===== config.mk =====
export PLATFORM = sky130hd
export DESIGN_NAME = rbei_regs
export DESIGN_NICKNAME = d
export VERILOG_FILES = /design/src/design/rbei_pkg.sv /design/src/design/rbei_regs.sv
export SDC_FILE = /design/constraint.sdc
export NUM_CORES = 1
export LEC_CHECK = 0
export ABC_AREA = 1
export BUFFER_PORTS_ARGS = -buffer_cell sky130_fd_sc_hd__buf_2
export CAP_MARGIN = 40
export CORE_MARGIN = 2
export CORE_UTILIZATION = 48
export DETAILED_ROUTE_END_ITERATION = 10
export PLACE_DENSITY = 0.89
export REMOVE_ABC_BUFFERS = 1
export SLEW_MARGIN = 10
export SYNTH_ARGS = -nofsm -noshare
export SYNTH_HDL_FRONTEND = slang
export SYNTH_SLANG_ARGS = --single-unit

===== constraint.sdc =====
create_clock -name clk -period 1.2 [get_ports clk]
set_clock_uncertainty 0.2 [all_clocks]
set_input_delay 0 -clock clk [delete_from_list [all_inputs] [get_ports clk]]
set_output_delay 0 -clock clk [all_outputs]
set_load 0.02 [all_outputs]

===== src/design/rbei_pkg.sv =====
// Shared types, constants and saturating arithmetic helpers for the rigid body integrator.
package rbei_pkg;

	localparam int VAL_W     = 32;
	localparam int FRAC_BITS = 16;
	localparam int FRIC_BITS = 16;
	localparam int MS_W      = 10;
	localparam int FRIC_W    = 17;
	localparam int MAG_W     = 48;
	localparam int ADDR_W    = 5;
	localparam int DATA_W    = 32;
	localparam int LANES     = 6;

	// x / 1000 as (x * RECIP_HI) >> 38, exact for x < 2^32
	localparam logic [9:0]  DIV_MS          = 10'd1000;
	localparam logic [28:0] RECIP_HI        = 29'd274877907;
	localparam int          RECIP_HI_SHIFT  = 38;
	localparam int          QM_W            = 22;
	// y / 1000 as (y * RECIP_LO) >> 30, exact for y < 2^20
	localparam logic [20:0] RECIP_LO        = 21'd1073742;
	localparam int          RECIP_LO_SHIFT  = 30;
	localparam int          T2_W            = 20;

	localparam logic signed [VAL_W-1:0] VAL_MAX = {1'b0, {(VAL_W-1){1'b1}}};
	localparam logic signed [VAL_W-1:0] VAL_MIN = {1'b1, {(VAL_W-1){1'b0}}};
	localparam logic [MAG_W-1:0] MAG_VMAX = {{(MAG_W-VAL_W+1){1'b0}}, {(VAL_W-1){1'b1}}};

	// register indexes (word address)
	localparam logic [2:0] REG_ENABLE   = 3'd0;
	localparam logic [2:0] REG_GRAVITY  = 3'd1;
	localparam logic [2:0] REG_GACCEL   = 3'd2;
	localparam logic [2:0] REG_FRICTION = 3'd3;
	localparam logic [2:0] REG_INVMASS  = 3'd4;

	localparam logic                     RST_ENABLE   = 1'b0;
	localparam logic                     RST_GRAVITY  = 1'b1;
	localparam logic signed [VAL_W-1:0]  RST_GACCEL   = -32'sd642253;
	localparam logic [FRIC_W-1:0]        RST_FRICTION = 17'd65536;
	localparam logic [31:0]              RST_INVMASS  = 32'd65536;

	typedef struct packed {
		logic                    enable;
		logic                    gravity_on;
		logic signed [VAL_W-1:0] gravity_accel;
		logic [FRIC_W-1:0]       friction_factor;
		logic [31:0]             inverse_mass;
	} cfg_t;

	typedef struct packed {
		logic [MS_W-1:0]  delta_ms;
		logic             contact;
		logic signed [31:0] force_x;
		logic signed [31:0] force_y;
		logic signed [31:0] force_z;
		logic signed [31:0] torque_x;
		logic signed [31:0] torque_y;
		logic signed [31:0] torque_z;
	} tick_t;

	typedef struct packed {
		logic signed [31:0] lin_pos_x;
		logic signed [31:0] lin_pos_y;
		logic signed [31:0] lin_pos_z;
		logic signed [31:0] ang_pos_x;
		logic signed [31:0] ang_pos_y;
		logic signed [31:0] ang_pos_z;
		logic signed [31:0] lin_vel_x;
		logic signed [31:0] lin_vel_y;
		logic signed [31:0] lin_vel_z;
		logic signed [31:0] ang_vel_x;
		logic signed [31:0] ang_vel_y;
		logic signed [31:0] ang_vel_z;
	} result_t;

	// sign and magnitude back to a saturated signed value
	function automatic logic signed [VAL_W-1:0] from_mag(input logic neg,
		input logic [MAG_W-1:0] mag);
		logic signed [VAL_W-1:0] r;
		if (!neg) begin
			r = (mag > MAG_VMAX) ? VAL_MAX : VAL_W'(mag);
		end else begin
			r = (mag > MAG_VMAX) ? VAL_MIN : -VAL_W'(mag);
		end
		return r;
	endfunction

	function automatic logic signed [VAL_W-1:0] sadd(input logic signed [VAL_W-1:0] a,
		input logic signed [VAL_W-1:0] b);
		logic signed [VAL_W:0] s;
		logic signed [VAL_W-1:0] r;
		s = {a[VAL_W-1], a} + {b[VAL_W-1], b};
		if (s[VAL_W] != s[VAL_W-1]) begin
			r = s[VAL_W] ? VAL_MIN : VAL_MAX;
		end else begin
			r = s[VAL_W-1:0];
		end
		return r;
	endfunction

endpackage


===== src/design/rbei_regs.sv =====
// Configuration register file behind the APB-style port.
module rbei_regs import rbei_pkg::*; (
	input  logic              clk,
	input  logic              arst_n,
	input  logic              psel,
	input  logic              penable,
	input  logic              pwrite,
	input  logic [ADDR_W-1:0] paddr,
	input  logic [DATA_W-1:0] pwdata,
	output logic [DATA_W-1:0] prdata,
	output cfg_t              cfg
);

	cfg_t cfg_q;
	logic wr;
	logic [2:0] idx;

	assign wr  = psel & penable & pwrite;
	assign idx = paddr[ADDR_W-1:2];

	always_ff @(posedge clk or negedge arst_n) begin
		if (!arst_n) begin
			cfg_q.enable          <= RST_ENABLE;
			cfg_q.gravity_on      <= RST_GRAVITY;
			cfg_q.gravity_accel   <= RST_GACCEL;
			cfg_q.friction_factor <= RST_FRICTION;
			cfg_q.inverse_mass    <= RST_INVMASS;
		end else if (wr) begin
			case (idx)
				REG_ENABLE:   cfg_q.enable          <= pwdata[0];
				REG_GRAVITY:  cfg_q.gravity_on      <= pwdata[0];
				REG_GACCEL:   cfg_q.gravity_accel   <= pwdata[VAL_W-1:0];
				REG_FRICTION: cfg_q.friction_factor <= pwdata[FRIC_W-1:0];
				REG_INVMASS:  cfg_q.inverse_mass    <= pwdata[31:0];
				default: ;
			endcase
		end
	end

	always_comb begin
		case (idx)
			REG_ENABLE:   prdata = DATA_W'(cfg_q.enable);
			REG_GRAVITY:  prdata = DATA_W'(cfg_q.gravity_on);
			REG_GACCEL:   prdata = DATA_W'(unsigned'(cfg_q.gravity_accel));
			REG_FRICTION: prdata = DATA_W'(cfg_q.friction_factor);
			REG_INVMASS:  prdata = DATA_W'(cfg_q.inverse_mass);
			default:      prdata = '0;
		endcase
	end

	assign cfg = cfg_q;

endmodule


# --- Word level (Yosys, flattened, before mapping) ---
# Index checks and enable logic that the tools add are counted.
word_totals:
  ff_bits: 83
  input_bits: 42
op_classes:
  n_eq_ne: 4
  mux: 1
  bitwise_logic: 2
  n_reduce_logical: 6
op_table:
  columns: ["op", "count"]
  rows:
  - ["$pmux 32 s5", 1]
  - ["$reduce_and 2->1", 5]
  - ["$eq 3x2->1 const B", 2]
  - ["$eq 3x1->1 const B", 1]
  - ["$eq 3x3->1 const B", 1]
  - ["$logic_not 3->1", 1]
  - ["$and 1x1->1", 2]

# --- Longest topological paths before layout ---
# Gate-level depths: netlist of run 1.
logic_depth:
  depth_word: 3
  mapped_depth: 7
  ltp_nobuf: 5

# --- Least setup slack after synthesis of run 1 ---
# No wires, ideal clock.
synth_path:
  kind: "register to output"
  start: "reg cfg_q (netlist bit cfg[74])"
  end: "out prdata[25]"
  arrival_ns: 1.006
  required_time_ns: 1.000
  slack_ns: -0.006
  stages_incl_launch_ff: 3
  n_path_buf: 0
  cell_sequence: "dfstp_2 inv_1 o22ai_1"
synth_via:
  elab_chain_cells: 1
synth_rtl:
  columns: ["item", "line_no", "source"]
  rows:
  - ["start, declared", "rbei_regs.sv:14", "cfg_t cfg_q;"]
  - ["$pmux 32 s5", "rbei_regs.sv:41", "case (idx)"]
  - ["end, declared", "rbei_regs.sv:10", "output logic [DATA_W-1:0] prdata,"]
# Every way passes these cells.

# --- Worst setup path in the final report of run 1 ---
layout_path:
  start: "reg cfg_q (netlist bit cfg[80])"
  end: "out prdata[31]"
# The elaborated chain is that of the path after synthesis.

==> run metrics, run 1 <==
die span in y=93.6 microns; FP Rows=32; R2R cell count=4; Pins Over Slew Limit=0; Crit Path Class=reg2out; worst min path class=in2async; first-pass GRT wire length=around 21 mm; Core Footprint=0.00777 sq mm; initial antenna violation count=0; Die W=roughly 94 microns; status=finished, violations left; Async SR Flop Fraction=between 90% and 100%; Sink Count=83; pin count of the biggest net entering global routing=36; r2r endpoint=cfg[58]$_DFFE_PN1P_; WP buf/inv=2; Power Density=between 1500 and 2000 mW/mm^2; Synth Register Bits=83; Hold WS=-112 ps; vias in the first global route=around 4400; Levels on crit path=3; Initial DRC Count=246; register area share after synthesis=between 50% and 60%; Area Overhead vs Synth=70.4%; layout cells sized above 1=a little under half; worst path cell trace=inv_2 > o22ai_4 > buf_6; gr ovfl total=0; Final HPWL DP=7.89 mm; setup violators final=57; filler cell count=~420; CP max stage cell=dfstp_2; Worst-Margin Slew=370 ps; n_diodes=0; minimum clock period=1440 ps; slowest stage delay, CP=570 ps; wire per inst=18.2 microns; crit path launch=cfg[80]$_DFFE_PN1P_; worst skew pair latency=between 300 and 400 ps; Synth Cell Area=between 0.003 and 0.004 sq mm; CTS tree=yes; Netlist cell types=21; multi-input logic area=0.00170 sq mm; worst r2r src=cfg[58]$_DFFE_PN1P_; post-layout util=about 85%; I/O pin total=~160; Commonest cells post-synth=nand2_1, o21ai_0, dfrtp_1, inv_1, dfstp_2; CP max FO=2; DRC=0; top-area cell type share of the netlist area=37.6%; number of buffers inserted during clock tree synthesis=9; PnR worst setup slack=-240 ps; average cell area after synthesis=8.28 sq um; Largest register FFs=between 80 and 90; cell family with most CP delay=flip-flops; Final TNS setup=-6670 ps; Die Area=0.00877 sq mm; Achievable Freq=slightly below 700 MHz; count leader, synth=nand2_1; critical path arrival=~1200 ps; RSZ-0062 raised after global routing=yes; Clock Pin Slew Worst Setup and Hold Paths=about 90 ps; predominant post-synthesis flop cell=dfrtp_1; Routed WL=between 15 and 20 mm; drt first pass iters=5; PortBufs=~150; Root Buffer=clkbuf_8; DRT antenna net count=0; crit share post-route=120%; Max-Cap Viols=0; vias per inst=5.44; fin nets=760; via count=~4500; Area contributors post-synth=dfrtp_1, nand2_1, dfstp_2; cell count after synthesis=466; Startpoint Class=flop; Initial Util=around half; reg-to-reg setup timing slack=approximately 10 ps; number of enable flip-flop cells after synthesis=0; H-tree Lvls=3; Synth Warn #=0; final hold violations=17; GRT Total Usage=between 30% and 40%; Worst Setup End Kind=primary output; dominant cell type by area after synthesis=dfrtp_1; Peak supply drop=around 1000 uV; Worst slew margin=between 70% and 80%; Max clock buf depth=2; Required @ worst endpoint=1000 ps; failing checks=hold timing, setup timing; Final Wtd Congestion=approximately 0.83; Critical Path End=prdata[31]; Sequential Area=around 0.0021 sq mm; leak pwr=around 3.4 nW
## final cells by class
cell class	count	share of cell area, %
repair buffers	267	35.1
flip-flops and latches	83	32.1
multi-input cells	320	25.8
clock buffers	11	2.15
inverters	37	2.11
well taps	102	1.94
clock inverters	5	0.800
## layout by cell type (no fill, tap or decap)
master and instances:
dlygate4sd3_1 42, nor2_2 1, bufinv_16 1, inv_2 18, buf_2 89, nand3_4 2
nand2_1 182, dfrtp_1 58, clkbuf_1 1, buf_6 82, nor3_2 1, clkbuf_4 1
buf_4 41, nand3_1 7, nand3_2 15, nand4_1 1, nor2_1 2, dfstp_2 25
nand2_4 1, inv_1 19, o22ai_4 6, o22ai_2 9, o21ai_2 5, nand2_2 7
clkinv_2 3, nor2_4 4, clkinvlp_4 1, dlymetal6s4s_1 5, buf_12 7, o21ai_1 16
clkbuf_8 10, o21ai_0 61
## logic make-up after synthesis
logic type | count (synthesis) | synth area share [%]
AO/OA/AOI/OAI | 97 | 13.5
flip-flops | 83 | 54.7
AND/OR/NAND/NOR | 223 | 23.9
buffers and inverters | 63 | 7.92
## power by group
group | switching [W] | total [W] | internal [W]
logic | 0.00218 | 0.00400 | 0.00182
clock network | 0.000993 | 0.00200 | 0.00101
registers | 0.000503 | 0.00401 | 0.00351
## worst min-delay path by stage
stage                                      to  slack [ps]  cells past startpoint
after floorplan            cfg[0]$_DFFE_PN0P_        -500                      0
after global placement    cfg[24]$_DFFE_PN0P_        -290                      1
after detailed placement  cfg[17]$_DFFE_PN0P_        -280                      1
after CTS                 cfg[31]$_DFFE_PN0P_        -120                      2
after global routing      cfg[31]$_DFFE_PN0P_         -90                      2
final                      cfg[2]$_DFFE_PN0P_        -110                      2
## layer usage
layer / up-vias / routed length, microns / track usage [%]
li1: 1997 / - / -
met5: - / 0 / 0
met2: 285 / 7860 / 56.7
met3: 48 / 1090 / 6.37
met1: 2161 / 5540 / 36.4
met4: 0 / 514 / 14.5
## repair_timing
item	in CTS	in global routing
hold buffers	47	1
setup buffers	11	30
pin swaps	40	13
cloned	0	0
gates resized for setup	141	75
endpoints found under the hold margin	166	17
endpoints found under the setup margin	57	85
## stage by stage
stage	worst slack, ps	power [W]	std cells	cell area [sq um]
detailed placement	-7.04	0.00653	721	4880
floorplan	-1380	0.00539	440	3690
global route	-286	0.0104	825	6570
global placement	38.1	0.00641	721	4880
CTS	-248	0.00921	795	6060
finish	-240	0.0100	825	6570
(Power assumes the default switching activity.)
==> run 2: changes to the inputs <==
==> constraint.sdc (replaced) <==
create_clock -name clk -period 1.5 [get_ports clk]
set_clock_uncertainty 0.2 [all_clocks]
set_input_delay 0 -clock clk [delete_from_list [all_inputs] [get_ports clk]]
set_output_delay 0 -clock clk [all_outputs]
set_load 0.02 [all_outputs]
==> run 2 against run 1 <==
Effect of this change:
- the run now ends clean
- clock-buffer cell count is 2 higher
- worst setup slack better by 280 ps
- utilization is 13 points lower
- critical path depth stayed put
- cell area is 15% lower
- via count is 11% lower
- die area stayed put
- largest power group unchanged
==> run metrics, run 2 (synthesis gave the netlist of run 1 again) <==
status=finished clean; Achievable Freq=between 600 and 700 MHz; reg-to-reg setup timing slack=roughly 480 ps; critical path arrival=roughly 1300 ps; final hold violations=0; Startpoint Class=flop; vias per inst=5.16; most frequent cells in the layout=nand2_1, buf_2, o21ai_0; Worst slew margin=71.8%; overall power=roughly 0.0071 W; Final HPWL DP=7.32 mm; via count=~4000; Worst-Margin Slew=around 420 ps; number of buffers inserted during clock tree synthesis=9; Final Wtd Congestion=between 0.8 and 0.9; Power Density=~1300 mW/mm^2; DRC=0; Largest register FFs=between 80 and 90; drt first pass iters=6; final non-filler cell total=slightly below 800; CP max stage cell=dfstp_2; PortBufs=about 150; Sink Count=83; Max clock buf depth=2; R2R cell count=2; minimum clock period=between 1000 and 1500 ps; Critical Path End=prdata[18]; Initial DRC Count=between 200 and 300; fin nets=710; r2r endpoint=cfg[72]$_DFFE_PN1P_; crit share post-route=between 90 and 100%; Initial Util=between 40% and 50%; vias in the first global route=3820; Root Buffer=clkbuf_8; n_diodes=0; Crit Path Class=reg2out; worst r2r src=cfg[72]$_DFFE_PN1P_; Die W=about 94 microns; Routed WL=about 12 mm; Peak supply drop=676 uV; Final TNS setup=0 ps; worst min path class=in2async; GRT Total Usage=a little over a quarter; gr ovfl total=0; crit path launch=cfg[67]$_DFFE_PN1P_; worst path cell trace=inv_1 > o22ai_1 > buf_2; Clock Pin Slew Worst Setup and Hold Paths=about 80 ps; pin count of the biggest net entering global routing=between 80 and 90; die span in y=93.6 microns; Area Overhead vs Synth=44.1%; Die Area=just under 0.009 sq mm; cell area after layout=~0.0056 sq mm; most common cell after layout, fill and taps aside=nand2_1; wire per inst=15.1 microns; CTS tree=yes; Max-Cap Viols=0; worst skew pair latency=~330 ps; Placed Area=roughly 0.0048 sq mm; FP Rows=32; Worst Setup End Kind=primary output; setup violators final=0; initial antenna violation count=0; slowest stage delay, CP=approximately 550 ps; DRT antenna net count=0; Core Footprint=slightly below 0.008 sq mm; wire length on met3=between 800 and 900 microns; Required @ worst endpoint=around 1300 ps; I/O pin total=between 150 and 200; first-pass GRT wire length=around 18 mm; leak pwr=roughly 3 nW; CP max FO=2; top layer in use=met4; layout cells sized above 1=between 30% and 40%; WL met2=just under 6 mm; Met1 Wirelength=around 4.7 mm; placed cells=710; H-tree Lvls=3; Pins Over Slew Limit=0
-- run 2: cell type report --
| type | count | area (sq um) |
|---|---|---|
| multi-input cells | 320 | 1510 |
| clock inverters | 2 | 60.1 |
| inverters | 37 | 139 |
| fillers | 612 | 2210 |
| repair buffers | 217 | 1460 |
| well taps | 102 | 128 |
| flip-flops and latches | 83 | 2110 |
| clock buffers | 13 | 159 |
-- run 2: repair_timing --
| item | CTS | global route |
|---|---|---|
| endpoints found under the setup margin | 0 | 10 |
| resized for setup | 0 | 19 |
| endpoints found under the hold margin | 166 | 1 |
| hold buffers | 48 | 1 |
| buffers inserted | 0 | 1 |
-- run 2: where the power goes --
part / leakage [nW] / internal [W] / total, W / switching (W)
Clock: 0.110 / 0.00102 / 0.00176 / 0.000741
Sequential: 0.988 / 0.00280 / 0.00312 / 0.000315
Combinational: 1.85 / 0.000759 / 0.00220 / 0.00144
Total: 2.95 / 0.00458 / 0.00708 / 0.00250
-- run 2: how the worst min path moves through the flow --
| stage | slack [ps] | depth (start not counted) | endpoint |
|---|---|---|---|
| after floorplan | -500 | 0 | cfg[0]$_DFFE_PN0P_ |
| after detailed placement | -130 | 2 | cfg[20]$_DFFE_PN0P_ |
| after global placement | -140 | 2 | cfg[20]$_DFFE_PN0P_ |
| final | 40 | 3 | cfg[31]$_DFFE_PN0P_ |
| after global routing | 50 | 3 | cfg[0]$_DFFE_PN0P_ |
| after CTS | 50 | 3 | cfg[27]$_DFFE_PN0P_ |
-- run 2: per-layer routing --
metal / GRT usage [%] / vias to the layer above
met1: 33.6 / 1880
met5: 0 / -
li1: - / 1896
met3: 4.92 / 31
met4: 11.8 / 0
met2: 46.6 / 187
-- run 2: through the flow --
step,utilization (%),hold slack (ps),setup slack [ps]
global route,71.6,51.8,-12.7
finish,71.6,37.4,45.4
CTS,70.5,47.0,18.2
global placement,61.5,-145,136
floorplan,-,-496,-1080
detailed placement,61.5,-132,66.5
-- run 2: critical path, delay by kind of cell (launching register included) --
kind            cells  cell delay (ps)
compound gates      1              130
flops               1              550
buf+inv             2              250
==> run 3: changes to the inputs <==
--- a/config.mk
+++ b/config.mk
@@ -5,7 +5,6 @@
 export SDC_FILE = /design/constraint.sdc
 export NUM_CORES = 1
 export LEC_CHECK = 0
-export ABC_AREA = 1
 export BUFFER_PORTS_ARGS = -buffer_cell sky130_fd_sc_hd__buf_2
 export CAP_MARGIN = 40
 export CORE_MARGIN = 2
==> run 3 against run 2 <==
Effect of this change:
- the flow now finishes with violations (setup timing)
- maximum frequency shrank 5.0%
- utilization shrank 0.28 points
- worst hold slack lost 9.9 ps
- register-to-register slack lost 70 ps
- cell count shrank 25%
- first-iteration DRC count shrank 68%
- sequential cell count is the same
- critical path type unchanged
==> run metrics, run 3 <==
status=finished, violations left; failing checks=setup timing; I/O pin total=between 150 and 200; Routed WL=approximately 10 mm; Die Area=around 0.0086 sq mm; PnR worst setup slack=-31.7 ps; Core Footprint=about 0.0076 sq mm; Required @ worst endpoint=~1300 ps; Peak supply drop=between 900 and 1000 uV; crit share post-route=102%; most frequent cells in the layout=buf_2, mux2_2, dfrtp_1; Max-Cap Viols=0; FP Rows=32; DRC=0; Initial DRC Count=80; Power Density=1320 mW/mm^2; Initial Util=roughly half; Final Wtd Congestion=~0.77; wire per inst=between 15 and 20 microns; count leader, synth=mux2_2; number of buffers inserted during clock tree synthesis=9; DRT antenna net count=0; CP max FO=3; most common cell after layout, fill and taps aside=buf_2; Placed Area=about 0.0047 sq mm; overall power=just over 0.007 W; setup violators final=2; Area Overhead vs Synth=44.8%; Worst Setup End Kind=primary output; filler cell count=~500; placed cells=a little over 500; RSZ-0062 raised after global routing=yes; CTS tree=yes; worst r2r src=cfg[32]$_DFFE_PN0P_; worst min path class=in2reg; first-pass GRT wire length=15.5 mm; Synth Warn #=0; minimum clock period=1530 ps; drt first pass iters=4; cell area after layout=approximately 0.0055 sq mm; Netlist cell types=22; hold depth=4; slowest stage delay, CP=approximately 550 ps; fin nets=a little over 500; gr ovfl total=0; worst skew pair latency=about 330 ps; register area share after synthesis=approximately 56%; GRT Total Usage=a little under a quarter; n_diodes=0; Worst-Margin Slew=431 ps; PortBufs=roughly 150; Root Buffer=clkbuf_8; Hold WS=roughly 28 ps; Worst Hold Endpoint=cfg[82]$_DFFE_PN0P_; startpoint of the worst hold path=paddr[3]; Crit Path Class=reg2out; Worst slew margin=a little under three quarters; reg-to-reg setup timing slack=between 400 and 500 ps; cell family with most CP delay=flip-flops; critical path arrival=approximately 1300 ps; Synth Cell Area=0.00376 sq mm; number of enable flip-flop cells after synthesis=0; CP max stage cell=dfstp_2; Startpoint Class=flop; multi-input logic area=0.00158 sq mm; predominant post-synthesis flop cell=dfrtp_1; Async SR Flop Fraction=100%; Clock Pin Slew Worst Setup and Hold Paths=about 90 ps; WP buf/inv=1; Area contributors post-synth=dfrtp_1, mux2_2, dfstp_2; Largest register FFs=83; R2R cell count=2; leak pwr=between 2 and 3 nW; top-area cell type share of the netlist area=between 30% and 40%; Achievable Freq=~650 MHz; average cell area after synthesis=approximately 14 sq um; vias in the first global route=approximately 3000; pin count of the biggest net entering global routing=between 80 and 90; Sink Count=83; H-tree Lvls=3; Die W=approximately 93 microns; post-layout util=around 71%; die span in y=92.6 microns; r2r endpoint=cfg[32]$_DFFE_PN0P_; final non-filler cell total=roughly 580; via count=between 2000 and 3000; Synth Register Bits=83; Final HPWL DP=6.37 mm; Commonest cells post-synth=mux2_2, dfrtp_1, dfstp_2, mux2i_1, nor2_1; Pins Over Slew Limit=0; vias per inst=between 5 and 6; worst path cell trace=mux2i_1 > nor3_1 > a211o_1 > buf_6; Max clock buf depth=2; layout cells sized above 1=roughly 64%; cell count after synthesis=265; initial antenna violation count=0; Sequential Area=between 0.002 and 0.0025 sq mm; final hold violations=0; dominant cell type by area after synthesis=dfrtp_1
-- run 3: what timing repair did --
item                                    CTS  global route
pin swaps                                 1            10
hold buffers                             35             0
endpoints found under the hold margin   166             0
buffers inserted                          3             5
endpoints found under the setup margin    4            16
gates resized for setup                   4            21
-- run 3: cells by family after synthesis --
| kind of cell | count (synthesis) | synth area share (%) |
|---|---|---|
| mux | 101 | 29.7 |
| flops | 83 | 56.0 |
| compound gates | 32 | 6.98 |
| simple gates | 29 | 4.22 |
| buf+inv | 20 | 3.12 |
-- run 3: how the worst max path moves through the flow --
stage / startpoint / to / cells after the start
2_1_floorplan: pwrite / cfg[0]$_DFFE_PN0P_ / 3
3_5_place_dp: paddr[4] / cfg[59]$_DFFE_PN0P_ / 5
5_1_grt: cfg[49]$_DFFE_PN1P_ / prdata[0] / 4
6_report: cfg[49]$_DFFE_PN1P_ / prdata[0] / 4
4_1_cts: cfg[49]$_DFFE_PN1P_ / prdata[0] / 4
3_3_place_gp: paddr[3] / prdata[23] / 5
-- run 3: cell type report --
class	count	share of cell area, %
clock buffer	12	2.48
clock inverter	4	1.81
inverter	1	0.0689
multi-input combinational	162	28.9
sequential	83	38.7
tap	102	2.34
timing repair buffer	213	25.7
-- run 3: stage by stage --
stage / worst slack [ps] / setup TNS (ps)
detailed placement: -61.6 / -856
CTS: -56.7 / -119
finish: -31.7 / -52.5
global placement: -238 / -3760
global route: -142 / -501
floorplan: -781 / -45080
-- run 3: worst reg2reg max path, cell delays in order (launching register included) --
cell,delay (ps)
dfrtp_1,390
buf_4,140
mux2_2,260
-- run 3: per-layer routing --
metal	track usage (%)	routed length, microns
met2	41.8	5330
met3	5.37	550
met5	0	0
met1	27.2	4060
met4	6.97	165
-- run 3: power by group --
group	total, W	switching [W]	internal (W)
registers	0.00313	0.000353	0.00277
clock network	0.00187	0.000753	0.00111
logic	0.00221	0.00124	0.000966
total	0.00720	0.00235	0.00485
